--- config.mk ---
export PLATFORM = sky130hd
export DESIGN_NAME = adcsr_cal
export DESIGN_NICKNAME = d
export VERILOG_FILES = /design/src/design/adcsr_pkg.sv /design/src/design/adcsr_cal.sv
export SDC_FILE = /design/constraint.sdc
export NUM_CORES = 2
export LEC_CHECK = 0
export ABC_AREA = 1
export BUFFER_PORTS_ARGS = -buffer_cell sky130_fd_sc_hd__buf_2
export CORE_MARGIN = 4
export CORE_UTILIZATION = 65
export CTS_CLUSTER_DIAMETER = 80
export DETAILED_ROUTE_END_ITERATION = 16
export GPL_ROUTABILITY_DRIVEN = 0
export GPL_TIMING_DRIVEN = 0
export MAX_ROUTING_LAYER = met4
export PLACE_DENSITY_LB_ADDON = 0.2
export RECOVER_POWER = 25
export SYNTH_ARGS = -nofsm -noshare
export SYNTH_HDL_FRONTEND = slang
export SYNTH_SLANG_ARGS = --single-unit
--- constraint.sdc ---
create_clock -name clk -period 8.4 [get_ports clk]
set_input_delay 0.42 -clock clk [delete_from_list [all_inputs] [get_ports clk]]
set_output_delay 0.42 -clock clk [all_outputs]
set_load 0.02 [all_outputs]
--- src/design/adcsr_pkg.sv ---
// ----------------------------------------------------------------------------
// adcsr_pkg
// Shared types and constants for the calibrated two-wire ADC serial reader.
// ----------------------------------------------------------------------------
package adcsr_pkg;

  // Serial frame: data bits first, then mode-select pulses
  localparam int DATA_BITS       = 24;
  localparam int TRAILING_PULSES = 3;
  localparam int PULSES_TOTAL    = DATA_BITS + TRAILING_PULSES;
  localparam int CNT_W           = $clog2(PULSES_TOTAL + 1);

  // Field widths
  localparam int RAW_W    = 24;
  localparam int SCALED_W = 48;
  localparam int CAL_W    = 32;
  localparam int PROD_W   = 2 * CAL_W;

  // Configuration port
  localparam int CFG_AW = 3;
  localparam int CFG_DW = 32;

  typedef enum logic {
    REG_GAIN_SLOPE  = 1'b0,
    REG_ZERO_OFFSET = 1'b1
  } reg_idx_t;

  // Sequencer: idle, clock-high half period (ST_LOW), clock-low sampling half period (ST_HIGH)
  typedef enum logic [1:0] {
    ST_IDLE = 2'd0,
    ST_LOW  = 2'd1,
    ST_HIGH = 2'd2
  } seq_state_t;

  typedef struct packed {
    logic read_request;
    logic data_line;
  } in_item_t;

  typedef struct packed {
    logic                       clock_line;
    logic                       reading_done;
    logic                       stale;
    logic signed [RAW_W-1:0]    raw_sample;
    logic signed [SCALED_W-1:0] scaled_value;
    logic                       ever_read;
  } out_item_t;

  // Per-tick result of the sequencer, before calibration
  typedef struct packed {
    logic                    clock_line;
    logic                    reading_done;
    logic                    stale;
    logic                    ever_read;
    logic signed [CAL_W-1:0] sample;
  } step_res_t;

endpackage

--- src/design/adcsr_cal.sv ---
// ----------------------------------------------------------------------------
// adcsr_cal
// Calibration: slope multiply, then offset add with 48-bit saturation into
// the result register.
// ----------------------------------------------------------------------------
module adcsr_cal
  import adcsr_pkg::*;
(
  input  logic                    clk,
  input  logic                    mul_en,
  input  logic                    sat_en,
  input  step_res_t               res,
  input  logic signed [CAL_W-1:0] gain_slope,
  input  logic signed [CAL_W-1:0] zero_offset,
  output out_item_t               result
);

  step_res_t                res_r;
  logic signed [PROD_W-1:0] prod_r, prod_nxt;
  logic signed [PROD_W:0]   sum;
  logic                     sat_hi, sat_lo;
  logic signed [SCALED_W-1:0] scaled;
  out_item_t                out_r, out_nxt;

  // Multiply stage
  assign prod_nxt = gain_slope * res.sample;

  always_ff @(posedge clk) begin
    if (mul_en) begin
      res_r  <= res;
      prod_r <= prod_nxt;
    end
  end

  // Offset add and clamp to [-2^47, 2^47-1]
  assign sum    = (PROD_W+1)'(prod_r) + (PROD_W+1)'(zero_offset);
  assign sat_hi = !sum[PROD_W] && (|sum[PROD_W-1:SCALED_W-1]);
  assign sat_lo = sum[PROD_W] && !(&sum[PROD_W-1:SCALED_W-1]);

  always_comb begin
    priority if (sat_hi) begin
      scaled = {1'b0, {(SCALED_W-1){1'b1}}};
    end else if (sat_lo) begin
      scaled = {1'b1, {(SCALED_W-1){1'b0}}};
    end else begin
      scaled = sum[SCALED_W-1:0];
    end
  end

  always_comb begin
    out_nxt              = '0;
    out_nxt.clock_line   = res_r.clock_line;
    out_nxt.reading_done = res_r.reading_done;
    out_nxt.stale        = res_r.stale;
    out_nxt.ever_read    = res_r.ever_read;
    if (res_r.reading_done) begin
      out_nxt.raw_sample   = res_r.sample[RAW_W-1:0];
      out_nxt.scaled_value = scaled;
    end
  end

  always_ff @(posedge clk) begin
    if (sat_en) begin
      out_r <= out_nxt;
    end
  end

  assign result = out_r;

endmodule

==> results.tsv <==
metric	value	unit
Worst Setup Start Kind	input pin	
crit path kind	in2reg	
Post-Layout Cell Count	7259	
routed wl met3	24900	um
Max-Cap Viols	1	
Vert. Die Dim	281	um
CTS H-tree depth	4	
first-pass GRT wire length	253000	um
worst-case clock buffer depth	2	
multiplexer area fraction after synthesis	0	%
GRT overflow	0	
Clock transition at path regs	0.07	ns
DRT met1 WL	55200	um
total CTS buffers	17	
RSZ-0062 raised after global routing	false	
number of vias per cell	5.74	
post-route ant nets	0	
DR top layer	met4	
Worst Hold Class	in2reg	
Fill cells	5951	
status	finished, violations left	
largest family of logic cells by synthesized area	adder cells	
Seq/Total Area, Yosys	10.4	%
Root Buffer	clkbuf_16	
antenna violations before repair	8	
share of cells above drive strength 1	4.60	%
post-synthesis compound-gate area fraction	3.83	%
FF-to-FF Start	prod_r[0]$_DFFE_PP_	
via count	41700	
drt first-iter violations	5248	
Pre-antenna DRT Iters	9	
Initial Util	66.1	%
clock period minus worst slack	8.27	ns
failing checks	max-capacitance violations, max-slew violations	
Die X	281	um
CP required	8.59	ns
hold_buf cts	0	
DRT Wirelength	166000	um
clock latency on the worst-skew pair	0.45	ns
actual slew at the worst max-slew pin	3.95	ns
DP Worst Slack	-0.707	ns
highest clock rate	0.121	GHz
crit-path max FO	10	
Final HPWL DP	138000	um
Area Growth Syn to Fin	5.78	%
clock skew	0.0165	ns
Post-Syn Area	48500	um^2
Synth warnings	0	
Max-slew headroom	-163	%
Setup Total Neg Slack	0	ns
Placed Instances	7207	
CTS tree	yes	
Tot GR Track Use	45.1	%
Final Cycle Share	98.4	%
simple-gate portion of the synthesized area	16.6	%
CTS Sinks	168	
vias in the first global route	43100	
library cells used by synthesis	45	
CP Capture Type	register	
worst path arrival time	8.46	ns
I/O pins	179	
Synth Instances	6069	
Total Nets Final	7701	
Synth Area per Inst	8.00	um^2
# rows	99	
Synth Register Bits	168	
FF-to-FF End	result[32]$_SDFFCE_PN0P_	
setup slack after layout	0.131	ns
R2R setup slack	4.58	ns
Syn Nets	7503	
Final Max Slew Viols	72	
post-synthesis xor/xnor area fraction	2.08	%
Buffers on Ports	178	
adder-cell area share of the yosys netlist	51.1	%
drt wl/cell	22.9	um
crit path from	gain_slope[26]	
DR DRC count	0	
Worst Setup EP	prod_r[46]$_DFFE_PP_	
Hold Vio Cnt, Final	0	
Final Setup Violations	0	
r2r worst-path depth	22	
largest net degree at the start of global routing	77	
total die area	79100	um^2
core area	73500	um^2
WL met2	69000	um
## through the flow
step	area, um^2	hold WS (ns)	utilization (%)
global route	51300	0.131	69.8
global placement	50600	0.403	68.9
finish	51300	0.149	69.9
detailed placement	50600	0.418	69.0
floorplan	48500	0.400	-
CTS	51300	0.136	69.8
## routing by layer
layer	up-vias	GRT usage, %
met3	1072	16.2
met5	-	-
met1	19800	52.9
li1	17600	-
met4	0	33.1
met2	3156	64.1
## flip-flops by register name, indices dropped and copies added (netlist names)
signal / count
result: 76
prod_r: 64
res_r: 24
out_nxt: 4
## worst min-delay path by stage
stage | from | cells after the start | slack [ns] | endpoint
final | res[33] | 1 | 0.15 | out_nxt[73]$_DFFE_PP_
after global routing | res[35] | 1 | 0.13 | out_nxt[75]$_DFFE_PP_
after CTS | res[32] | 1 | 0.14 | out_nxt[0]$_DFFE_PP_
after global placement | out_nxt[73]$_DFFE_PP_ | 0 | 0.40 | result[73]$_DFFE_PP_
after detailed placement | out_nxt[0]$_DFFE_PP_ | 0 | 0.42 | result[0]$_DFFE_PP_
after floorplan | out_nxt[0]$_DFFE_PP_ | 0 | 0.40 | result[0]$_DFFE_PP_
## logic make-up (layout without fill, tap and decap cells)
kind of cell,Yosys count,in the layout
fa+ha+maj,1331,1331
other cells,0,20
compound gates,337,337
simple gates,2065,2065
xor+xnor,115,115
buf+inv,2053,2264
flops,168,168
## layout by cell type (no fill, tap or decap), types with 40 or more instances in the layout
| cell | n |
|---|---|
| ha_1 | 248 |
| edfxtp_1 | 168 |
| nand2_1 | 1687 |
| clkbuf_1 | 175 |
| fa_1 | 1080 |
| xnor2_1 | 40 |
| nor2_1 | 222 |
| buf_2 | 177 |
| nand3_1 | 69 |
| o21ai_0 | 71 |
| inv_1 | 1832 |
| a21oi_1 | 189 |
| xor2_1 | 75 |
## critical path, cell delays in order
cell,delay (ns)
buf_2,0.21
clkbuf_1,0.81
nand2_1,0.21
fa_1,0.62
fa_1,0.45
fa_1,0.57
fa_1,0.60
inv_1,0.07
fa_1,0.49
fa_1,0.50
fa_1,0.70
fa_1,0.48
ha_1,0.41
nand2_1,0.14
nor4_1,0.44
nand4_1,0.16
o21ai_1,0.48
a21o_1,0.22
a21oi_1,0.14
o211ai_1,0.19
nand2_1,0.11
## synth_stat cells (all sizes together)
library cell  count  area (um^2)
a21boi            6         45.0
a21o             18          135
a21oi           191          963
a221oi            2         17.5
a31oi            17          106
and2              2         12.5
and3              6         37.5
buf              13          101
clkbuf          195          732
clkinv            2         7.51
edfxtp          168         5040
fa             1083        21700
ha              248         3100
inv            1843         6920
nand2          1691         6360
nand3            71          365
nand3b            5         37.5
nand4            17          106
nor2            235          915
nor3             17          100
nor4             11         75.1
o2111ai           2         17.5
o211ai            5         37.5
o21a              3         22.5
o21ai            76          384
o21bai           15          113
o221ai            1         8.76
o31ai             1         7.51
or2              10         62.6
xnor2            40          350
xor2             75          657
## repair_timing
action | in CTS | in global routing
gates resized for setup | 2 | 59
setup buffers | 0 | 2
setup endpoints to repair | 11 | 21
## cell type report
class	count	area (um^2)	share of cell area (%)
antenna	20	50.0	0.0975
buffer	206	863	1.68
clock buffer	17	425	0.829
clock inverter	15	178	0.346
inverter	1845	6930	13.5
multi-input combinational	3848	35700	69.6
sequential	168	5040	9.83
tap	959	1200	2.34
timing repair buffer	181	908	1.77
Power is not shown: default switching activity piles up to over one toggle a cycle in this logic, so the estimate is an artifact.
