<file path="src/design/adcsr_pkg.sv">
// ----------------------------------------------------------------------------
// adcsr_pkg
// Shared types and constants for the calibrated two-wire ADC serial reader.
// ----------------------------------------------------------------------------
package adcsr_pkg;

  // Serial frame: data bits first, then mode-select pulses
  localparam int DATA_BITS       = 24;
  localparam int TRAILING_PULSES = 3;
  localparam int PULSES_TOTAL    = DATA_BITS + TRAILING_PULSES;
  localparam int CNT_W           = $clog2(PULSES_TOTAL + 1);

  // Field widths
  localparam int RAW_W    = 24;
  localparam int SCALED_W = 48;
  localparam int CAL_W    = 32;
  localparam int PROD_W   = 2 * CAL_W;

  // Configuration port
  localparam int CFG_AW = 3;
  localparam int CFG_DW = 32;

  typedef enum logic {
    REG_GAIN_SLOPE  = 1'b0,
    REG_ZERO_OFFSET = 1'b1
  } reg_idx_t;

  // Sequencer: idle, clock-high half period (ST_LOW), clock-low sampling half period (ST_HIGH)
  typedef enum logic [1:0] {
    ST_IDLE = 2'd0,
    ST_LOW  = 2'd1,
    ST_HIGH = 2'd2
  } seq_state_t;

  typedef struct packed {
    logic read_request;
    logic data_line;
  } in_item_t;

  typedef struct packed {
    logic                       clock_line;
    logic                       reading_done;
    logic                       stale;
    logic signed [RAW_W-1:0]    raw_sample;
    logic signed [SCALED_W-1:0] scaled_value;
    logic                       ever_read;
  } out_item_t;

  // Per-tick result of the sequencer, before calibration
  typedef struct packed {
    logic                    clock_line;
    logic                    reading_done;
    logic                    stale;
    logic                    ever_read;
    logic signed [CAL_W-1:0] sample;
  } step_res_t;

endpackage

</file>
<file path="src/design/adcsr_seq.sv">
// ----------------------------------------------------------------------------
// adcsr_seq
// Serial link sequencer: drives the converter clock, shifts in the sample
// and keeps the last sample. Advances one half clock period per tick.
// ----------------------------------------------------------------------------
module adcsr_seq
  import adcsr_pkg::*;
(
  input  logic      clk,
  input  logic      rst_n,
  input  logic      step_en,
  input  in_item_t  item,
  output step_res_t res
);

  seq_state_t           state_r, state_nxt;
  logic [CNT_W-1:0]     cnt_r, cnt_nxt;
  logic [DATA_BITS-1:0] shift_r, shift_nxt;
  logic [DATA_BITS-1:0] last_r, last_nxt;
  logic                 taken_r, taken_nxt;
  logic [DATA_BITS-1:0] shift_in;
  logic                 last_pulse;
  logic                 not_ready_req;

  // Data bit enters only during the data pulses
  assign shift_in   = (cnt_r < CNT_W'(DATA_BITS)) ?
                      {shift_r[DATA_BITS-2:0], item.data_line} : shift_r;
  assign last_pulse = (cnt_r == CNT_W'(PULSES_TOTAL - 1));
  assign not_ready_req = item.read_request && item.data_line;

  // Next state
  always_comb begin
    state_nxt = state_r;
    cnt_nxt   = cnt_r;
    shift_nxt = shift_r;
    last_nxt  = last_r;
    taken_nxt = taken_r;
    unique case (state_r)
      ST_IDLE: begin
        if (item.read_request && !item.data_line) begin
          state_nxt = ST_LOW;
          cnt_nxt   = '0;
          shift_nxt = '0;
        end
      end
      ST_LOW: begin
        state_nxt = ST_HIGH;
      end
      ST_HIGH: begin
        shift_nxt = shift_in;
        if (last_pulse) begin
          state_nxt = ST_IDLE;
          cnt_nxt   = '0;
          last_nxt  = shift_in;
          taken_nxt = 1'b1;
        end else begin
          state_nxt = ST_LOW;
          cnt_nxt   = cnt_r + 1'b1;
        end
      end
      default: begin
        state_nxt = ST_IDLE;
      end
    endcase
  end

  // Tick result
  always_comb begin
    res              = '0;
    res.ever_read    = taken_nxt;
    unique case (state_r)
      ST_IDLE: begin
        if (not_ready_req) begin
          res.reading_done = 1'b1;
          res.stale        = 1'b1;
          res.sample       = CAL_W'(signed'(last_r));
        end
      end
      ST_LOW: begin
        res.clock_line = 1'b1;
      end
      ST_HIGH: begin
        if (last_pulse) begin
          res.reading_done = 1'b1;
          res.sample       = CAL_W'(signed'(shift_in));
        end
      end
      default: begin
        res.clock_line = 1'b0;
      end
    endcase
  end

  always_ff @(posedge clk) begin
    if (!rst_n) begin
      state_r <= ST_IDLE;
      cnt_r   <= '0;
      shift_r <= '0;
      last_r  <= '0;
      taken_r <= 1'b0;
    end else if (step_en) begin
      state_r <= state_nxt;
      cnt_r   <= cnt_nxt;
      shift_r <= shift_nxt;
      last_r  <= last_nxt;
      taken_r <= taken_nxt;
    end
  end

endmodule

</file>
<file path="config.mk">
export PLATFORM = sky130hd
export DESIGN_NAME = adcsr_seq
export DESIGN_NICKNAME = d
export VERILOG_FILES = /design/src/design/adcsr_pkg.sv /design/src/design/adcsr_seq.sv
export SDC_FILE = /design/constraint.sdc
export NUM_CORES = 1
export LEC_CHECK = 0
export ABC_AREA = 1
export BUFFER_PORTS_ARGS = -buffer_cell sky130_fd_sc_hd__buf_4
export CAP_MARGIN = 20
export CORE_MARGIN = 10
export CORE_UTILIZATION = 51
export CTS_CLUSTER_DIAMETER = 200
export DETAILED_ROUTE_END_ITERATION = 16
export GPL_ROUTABILITY_DRIVEN = 1
export GPL_TIMING_DRIVEN = 0
export PLACE_DENSITY = 0.86
export SETUP_SLACK_MARGIN = 0.3
export SYNTH_ARGS = -nofsm -noshare
export SYNTH_HDL_FRONTEND = slang
export SYNTH_SLANG_ARGS = --single-unit
</file>
<file path="constraint.sdc">
create_clock -name clk -period 1.7 [get_ports clk]
set_clock_uncertainty 0.15 [all_clocks]
set_input_delay 0.17 -clock clk [delete_from_list [all_inputs] [get_ports clk]]
set_output_delay 0.17 -clock clk [all_outputs]
set_load 0.02 [all_outputs]
</file>
==> implementation parameters, run 1 <==
Parameter                              Value

Timing
  Setup repair after global routing missed its margin ... true
  Part of the cycle the worst path needs ... 1.20
  Worst path setup slack after routing ... -0.332 ns
  Final count of hold timing violations ... 0
  Count of final setup violators ... 61
  Slew of the pin with the lowest slew margin ... 0.606 ns
  Post-route minimum period ... 2.03 ns
  Pins over their slew limit ... 0
  Rel. slew slack ... 0.596
  Peak clock frequency supported by timing ... 492 MHz
  Final hold slack ... 0.0560 ns

Synth
  Largest cells by area after synthesis ... sky130_fd_sc_hd__dfxtp_1, sky130_fd_sc_hd__nand2_1, sky130_fd_sc_hd__a21oi_1
  Syn_area_per_cell ... 6.55 um2
  Number of enable flip-flop cells after synthesis ... 0
  Primary flip-flop cell chosen by synthesis mapping ... sky130_fd_sc_hd__dfxtp_1
  Synthesized netlist cell count ... 443
  Yosys warnings ... 0
  Ranking of synthesized cells by instance count ... sky130_fd_sc_hd__nand2_1, sky130_fd_sc_hd__dfxtp_1, sky130_fd_sc_hd__nor2_1
  Fraction of synthesized cell area taken by the top area cell type ... 0.387
  Post-synth top area cell ... sky130_fd_sc_hd__dfxtp_1
  Fraction of registers with async set/reset ... 0
  Total of flip-flops plus latches after synthesis ... 56
  Count leader, synth ... sky130_fd_sc_hd__nand2_1
  Post-synth cell types ... 24
  Synthesized Nets ... 450
  Cell area after synthesis ... 0.00290 mm2
  Proportion of synthesized chip area in sequential cells ... 0.387

Final layout
  Synthesis-to-finish area growth ... 62.0%
  Final instance area ... 0.00470 mm2
  Final Net Count ... 535
  Proportion of layout cells with a drive suffix above 1 ... 0.406
  Cell Count, Final, Fillers Out ... 601
  Post-layout util ... 0.853
  Antenna cell count ... 0

Power
  Part of the total power dissipated in combinational logic ... 0.145
  Register share of total power ... 0.502
  Ratio of total power to cell area ... 564 mW/mm2
  Power after layout ... 2.65 mW
  Net load switching power ... 751 uW
  Clock network fraction of total power ... 0.353
  Reported leakage power ... 1.92 nW
  Internal power summed over all cells ... 1.90 mW
  Worst vdd ir ... 388 uV
  Switching portion of total power ... 0.283

Global route
  Global Route Usage Sum ... 0.219
  Total grt overflow ... 0
  Pin count of the biggest net entering global routing ... 18
  Number of global-route vias before repair ... 3325
  Wire length of the first global-routing pass ... 15.9 mm
  Number of antenna violations at the first check in global routing ... 0

Critical path
  Family of cells with the greatest summed delay on the critical path ... buffers and inverters
  Highest-delay cell along the critical path ... sky130_fd_sc_hd__dfxtp_4
  Kind of end point of the critical path ... primary output
  Cell repeated most along the worst path ... sky130_fd_sc_hd__buf_6
  Start-to-end type of the worst setup path ... flip-flop to primary output
  Crit-path max FO ... 9
  Data required, critical path ... 1.38 ns
  Number of buffer and inverter stages on the critical path ... 5
  Startpoint type of the worst setup path ... flip-flop
  Arrival @ worst endpoint ... 1.71 ns
  Worst stage delay on the critical path ... 0.36 ns
  Critical path cell sequence ... inv_2, ha_4, nand2_4, nor2_4, buf_12, buf_6, nand2_8, nand2_2, buf_6, buf_6

Routing
  Number of remaining DRC errors ... 0
  Total length of routed wires ... 13.1 mm
  Wire length per cell after detailed routing ... 21.8 um
  First-pass DRT Iterations ... 8
  Ratio of routed vias to standard cells ... 6.50
  Number of DRC violations after detailed-routing iteration 0 ... 607
  Count of nets left with antenna violations after detail routing ... 0
  Overall via count from detail_route ... 3905

Place
  HPWL after DPL ... 6.13 mm
  Dpl cell area ... 0.00349 mm2
  Final GP Congestion ... 0.951
  Cell count after placement ... 554
  IO buf count ... 39

Die
  Initial cell density of the core ... 0.527
  Ports ... 41
  Placeable core area ... 0.00551 mm2
  Die height ... 95.4 um
  Horiz. Die Dim ... 95.4 um
  Floorplan die area ... 0.00910 mm2
  Rows ... 27

Clocking
  Longest Clk Path Bufs ... 2
  Number of levels the H-tree was split into ... 2
  Clock sink count ... 56
  Clock tree from TritonCTS ... built
  Clock latency reported for the late side of the worst-skew pair ... 0.33 ns
  Reg clk slew, reported paths ... 0.11 ns
  CTS buffer count ... 5
  Root cell of the clock tree ... sky130_fd_sc_hd__clkbuf_8

Run
  Max Cap Violations ... 0

Run status
  Violated checks ... negative setup slack
  Outcome ... finished, violations left

Hold path
  Class of the worst hold path ... input pin to flip-flop
-- power by group through the flow --
stage          logic [mW]  registers (mW)  clock network [mW]
4_1_cts             0.273            1.33               0.909
2_1_floorplan       0.151            1.36                   0
3_3_place_gp        0.216            1.36                   0
6_report            0.385            1.33               0.935
5_1_grt             0.400            1.33               0.954
3_5_place_dp        0.222            1.36                   0
-- path summary, 6_finish.rpt --
check / from / to / slack, ns / depth (start not counted)
worst max-delay path: cnt_r[0] / res[32] / -0.33 / 10
worst min-delay path: rst_n / last_r[11] / 0.06 / 3
worst max register to register: cnt_r[0] / last_r[20] / -0.29 / 12
worst min register to register: last_r[0] / last_r[0] / 0.32 / 2
-- metal layers --
layer	wire length, um	GRT usage
met4	1070	0.119
met5	0	0
met3	1690	0.0511
met2	5940	0.361
met1	4390	0.257
-- registers in the layout (all words and copies together), names as in the netlist --
name and count:
taken_r 1, state_r 2, cnt_r 5, shift_r 24, last_r 24
-- logic make-up (layout without fill, tap and decap cells) --
group / count (synthesis) / in the layout / share of synthesized area
compound gates: 95 / 96 / 0.173
xor+xnor: 1 / 1 / 0.00302
fa+ha+maj: 2 / 2 / 0.00863
buf+inv: 80 / 164 / 0.132
flops: 56 / 56 / 0.387
simple gates: 209 / 210 / 0.298
-- through the flow --
step | setup TNS (ns) | worst slack (ns)
3_3_place_gp | -0.855 | -0.0582
6_report | -14.57 | -0.332
2_1_floorplan | 0 | 0.149
5_1_grt | -15.67 | -0.347
4_1_cts | -8.07 | -0.273
3_5_place_dp | -1.20 | -0.0658
-- worst reg2reg max path: cells and delay by family (launching register included) --
| family | cells | cell delay [ns] |
|---|---|---|
| AO/OA/AOI/OAI | 1 | 0.10 |
| buffers and inverters | 5 | 0.62 |
| AND/OR/NAND/NOR | 5 | 0.55 |
| flip-flops | 1 | 0.36 |
| adder cells (fa/ha/maj) | 1 | 0.14 |
-- area by class of cell --
cell class,count,area [um2]
Multi-Input combinational cell,309,1900
Sequential cell,56,1140
Timing Repair Buffer,75,850
Fill cell,262,807
Buffer,36,407
Inverter,44,186
Tap cell,72,90.1
Clock buffer,6,72.6
Clock inverter,2,38.8
Timing Repair inverter,1,7.51
-- cell usage in the layout, fill, tap and decap left out, drive strengths merged --
cell         instances
a211oi               1
a21oi               43
a22o                 7
buf                101
bufinv               1
clkbuf              15
clkinv               1
clkinvlp             2
dfxtp               56
dlygate4sd3          1
ha                   2
inv                 43
nand2              123
nand3               37
nand4                3
nor2                46
o21ai               45
or2                  1
xor2                 1
-- repair_timing --
action / 4_1_cts / 5_1_grt
buffers inserted: 16 / 13
pin swaps: 8 / 9
hold endpoints to repair: 4 / 0
cloned: 5 / 4
hold buffers: 1 / 0
gates resized for setup: 112 / 97
endpoints found under the setup margin: 91 / 91
Power figures use the tool's default switching activity.
==> run 2, diff against run 1 <==
==> constraint.sdc (replaced) <==
create_clock -name clk -period 1.7 [get_ports clk]
set_clock_uncertainty 0.15 [all_clocks]
set_input_delay 0.425 -clock clk [delete_from_list [all_inputs] [get_ports clk]]
set_output_delay 0.425 -clock clk [all_outputs]
set_load 0.02 [all_outputs]
==> implementation parameters, run 2 (synthesized netlist as in run 1, its figures left out) <==
Parameter                              Value

Run status
  Outcome ... finished, violations left (unchanged)
  Violated checks ... negative setup slack (unchanged)

Timing
  Count of final setup violators ... 67 (was 61)
  Slew of the pin with the lowest slew margin ... 0.829 ns (was 0.606 ns)
  Setup repair after global routing missed its margin ... true (unchanged)
  Worst path setup slack after routing ... -0.768 ns (was -0.332 ns)
  Accumulated negative setup slack ... -26.02 ns (was -14.57 ns)
  Pins over their slew limit ... 0 (unchanged)
  Part of the cycle the worst path needs ... 1.45 (was 1.20)
  Final count of hold timing violations ... 0 (unchanged)
  Rel. slew slack ... 0.448 (was 0.596)
  Post-route minimum period ... 2.47 ns (was 2.03 ns)
  Peak clock frequency supported by timing ... 405 MHz (was 492 MHz)

Place
  Final GP Congestion ... 0.871 (was 0.951)
  Cell count after placement ... 554 (unchanged)
  Dpl cell area ... 0.00351 mm2 (was 0.00349 mm2)
  IO buf count ... 39 (unchanged)
  HPWL after DPL ... 6.13 mm (about the same)

Final layout
  Most common cell after layout, fill and taps aside ... sky130_fd_sc_hd__nand2_1 (unchanged)
  Largest registers ranked by flip-flop count ... last_r x24, shift_r x24, cnt_r x5 (unchanged)
  Antenna cell count ... 0 (unchanged)
  Final Net Count ... 542 (was 535)
  Top library cells by usage in the layout, fill and taps aside ... sky130_fd_sc_hd__nand2_1, sky130_fd_sc_hd__buf_6, sky130_fd_sc_hd__dfxtp_1, sky130_fd_sc_hd__inv_1, sky130_fd_sc_hd__nor2_1 (was sky130_fd_sc_hd__nand2_1, sky130_fd_sc_hd__buf_6, sky130_fd_sc_hd__dfxtp_1, sky130_fd_sc_hd__nor2_1, sky130_fd_sc_hd__a21oi_1)
  Combined area of the multi-input logic cells ... 0.00213 mm2 (was 0.00190 mm2)
  Count of fill cells added during filler insertion ... 194 (was 262)
  Cell Count, Final, Fillers Out ... 608 (was 601)
  Final instance area ... 0.00503 mm2 (was 0.00470 mm2)
  Proportion of layout cells with a drive suffix above 1 ... 0.496 (was 0.406)
  Sequential Area ... 0.00114 mm2 (about the same)
  Synthesis-to-finish area growth ... 73.4% (was 62.0%)

Die
  Rows ... 27 (unchanged)
  Horiz. Die Dim ... 95.4 um (unchanged)
  Die height ... 95.4 um (unchanged)
  Initial cell density of the core ... 0.527 (unchanged)
  Ports ... 41 (unchanged)
  Placeable core area ... 0.00551 mm2 (unchanged)
  Floorplan die area ... 0.00910 mm2 (unchanged)

Power
  Worst vdd ir ... 653 uV (was 388 uV)
  Reported leakage power ... 2.09 nW (was 1.92 nW)
  Ratio of total power to cell area ... 548 mW/mm2 (was 564 mW/mm2)
  Power after layout ... 2.76 mW (was 2.65 mW)

Critical path
  Worst stage delay on the critical path ... 0.43 ns (was 0.36 ns)
  Critical path cell sequence ... ha_4, nand2_4, nor2_4, buf_4, nand2_1, nand2_1, buf_4, buf_4 (was inv_2, ha_4, nand2_4, nor2_4, buf_12, buf_6, nand2_8, nand2_2, buf_6, buf_6)
  Cell repeated most along the worst path ... sky130_fd_sc_hd__buf_4 (was sky130_fd_sc_hd__buf_6)
  Start-to-end type of the worst setup path ... flip-flop to primary output (unchanged)
  Highest-delay cell along the critical path ... sky130_fd_sc_hd__dfxtp_2 (was sky130_fd_sc_hd__dfxtp_4)
  Arrival @ worst endpoint ... 1.89 ns (was 1.71 ns)
  Kind of end point of the critical path ... primary output (unchanged)
  Worst R2R Setup Slack ... -0.29 ns (about the same)
  Reg2reg start ... cnt_r[0] (unchanged)
  Family of cells with the greatest summed delay on the critical path ... simple AND/OR/NAND/NOR gates (was buffers and inverters)
  Startpoint type of the worst setup path ... flip-flop (unchanged)
  Data required, critical path ... 1.12 ns (was 1.38 ns)
  Number of buffer and inverter stages on the critical path ... 3 (was 5)
  Crit-path max FO ... 5 (was 9)
  Worst setup startpoint ... cnt_r[1] (was cnt_r[0])

Routing
  First-pass DRT Iterations ... 9 (was 8)
  Number of DRC violations after detailed-routing iteration 0 ... 633 (was 607)
  Count of nets left with antenna violations after detail routing ... 0 (unchanged)
  Wire length per cell after detailed routing ... 25.5 um (was 21.8 um)
  Number of remaining DRC errors ... 0 (unchanged)
  Overall via count from detail_route ... 4093 (was 3905)
  Ratio of routed vias to standard cells ... 6.73 (was 6.50)
  Total length of routed wires ... 15.5 mm (was 13.1 mm)

Hold path
  Class of the worst hold path ... input pin to flip-flop (unchanged)
  Startpoint of the most critical hold path ... rst_n (unchanged)

Clocking
  CTS buffer count ... 5 (unchanged)
  Root cell of the clock tree ... sky130_fd_sc_hd__clkbuf_8 (unchanged)
  Reg clk slew, reported paths ... 0.11 ns (about the same)
  Number of levels the H-tree was split into ... 2 (unchanged)
  Longest Clk Path Bufs ... 2 (unchanged)
  Count of hold buffers inserted by post-cts repair ... 0 (was 1)
  Clock latency reported for the late side of the worst-skew pair ... 0.34 ns (was 0.33 ns)
  Clock sink count ... 56 (unchanged)
  Clock tree from TritonCTS ... built (unchanged)

Global route
  Number of global-route vias before repair ... 3346 (was 3325)
  Number of antenna violations at the first check in global routing ... 0 (unchanged)
  Wire length of the first global-routing pass ... 16.3 mm (was 15.9 mm)
  Total grt overflow ... 0 (unchanged)
  Pin count of the biggest net entering global routing ... 17 (was 18)
  Global Route Usage Sum ... 0.226 (was 0.219)

Run
  Max Cap Violations ... 0 (unchanged)
-- run 2: cell count changes in the layout (fill, tap and decap cells not counted), sizes merged --
cell         before  now
buf             101  104
clkinvlp          2    1
clkbuf           15   19
dlygate4sd3       1    0
inv              43   42
clkinv            1    4
-- run 2: report_power, final --
group          total [mW]  leakage, nW  switching, mW  internal [mW]
logic               0.482         1.58          0.299          0.183
clock network       0.940       0.0552          0.500          0.439
registers            1.34        0.456         0.0174           1.32
-- run 2: final cells by class --
cell class / count / area share
clock inverter: 2 / 0.00697
sequential: 56 / 0.227
timing repair inverter: 2 / 0.00323
timing repair buffer: 81 / 0.187
tap: 72 / 0.0179
multi-input combinational: 309 / 0.424
buffer: 36 / 0.0789
inverter: 44 / 0.0408
clock buffer: 6 / 0.0144
-- run 2: worst paths after layout --
path / depth (start not counted) / end
hold reg to reg: 2 / shift_r[15]
setup / recovery: 8 / res[32]
hold / removal: 3 / cnt_r[0]
setup reg to reg: 13 / cnt_r[2]
-- run 2: what timing repair did --
| item | CTS | global route |
|---|---|---|
| gates cloned | 7 | 9 |
| pin swaps | 11 | 40 |
| gates resized for setup | 109 | 157 |
| setup endpoints to repair | 91 | 91 |
| setup buffers | 12 | 18 |
-- run 2: layer usage --
metal | vias to the layer above | global-route usage | part of all wire
li1 | 1607 | - | -
met1 | 1856 | 0.255 | 0.34
met2 | 463 | 0.391 | 0.44
met3 | 167 | 0.0487 | 0.12
met4 | 0 | 0.117 | 0.093
met5 | - | 0 | 0
-- run 2: tightest hold or removal path, cell delays in order --
cell and delay, ns:
sky130_fd_sc_hd__buf_4 0.14, sky130_fd_sc_hd__nand2_2 0.07, sky130_fd_sc_hd__nor2_1 0.04
-- run 2: metrics by stage --
| stage | hold WS [ns] | utilization | setup WS [ns] |
|---|---|---|---|
| 2_1_floorplan | 0.286 | - | -0.106 |
| 3_3_place_gp | 0.297 | 0.638 | -0.340 |
| 3_5_place_dp | 0.305 | 0.638 | -0.351 |
| 4_1_cts | 0.216 | 0.753 | -0.570 |
| 5_1_grt | 0.213 | 0.913 | -0.757 |
| 6_report | 0.211 | 0.913 | -0.768 |
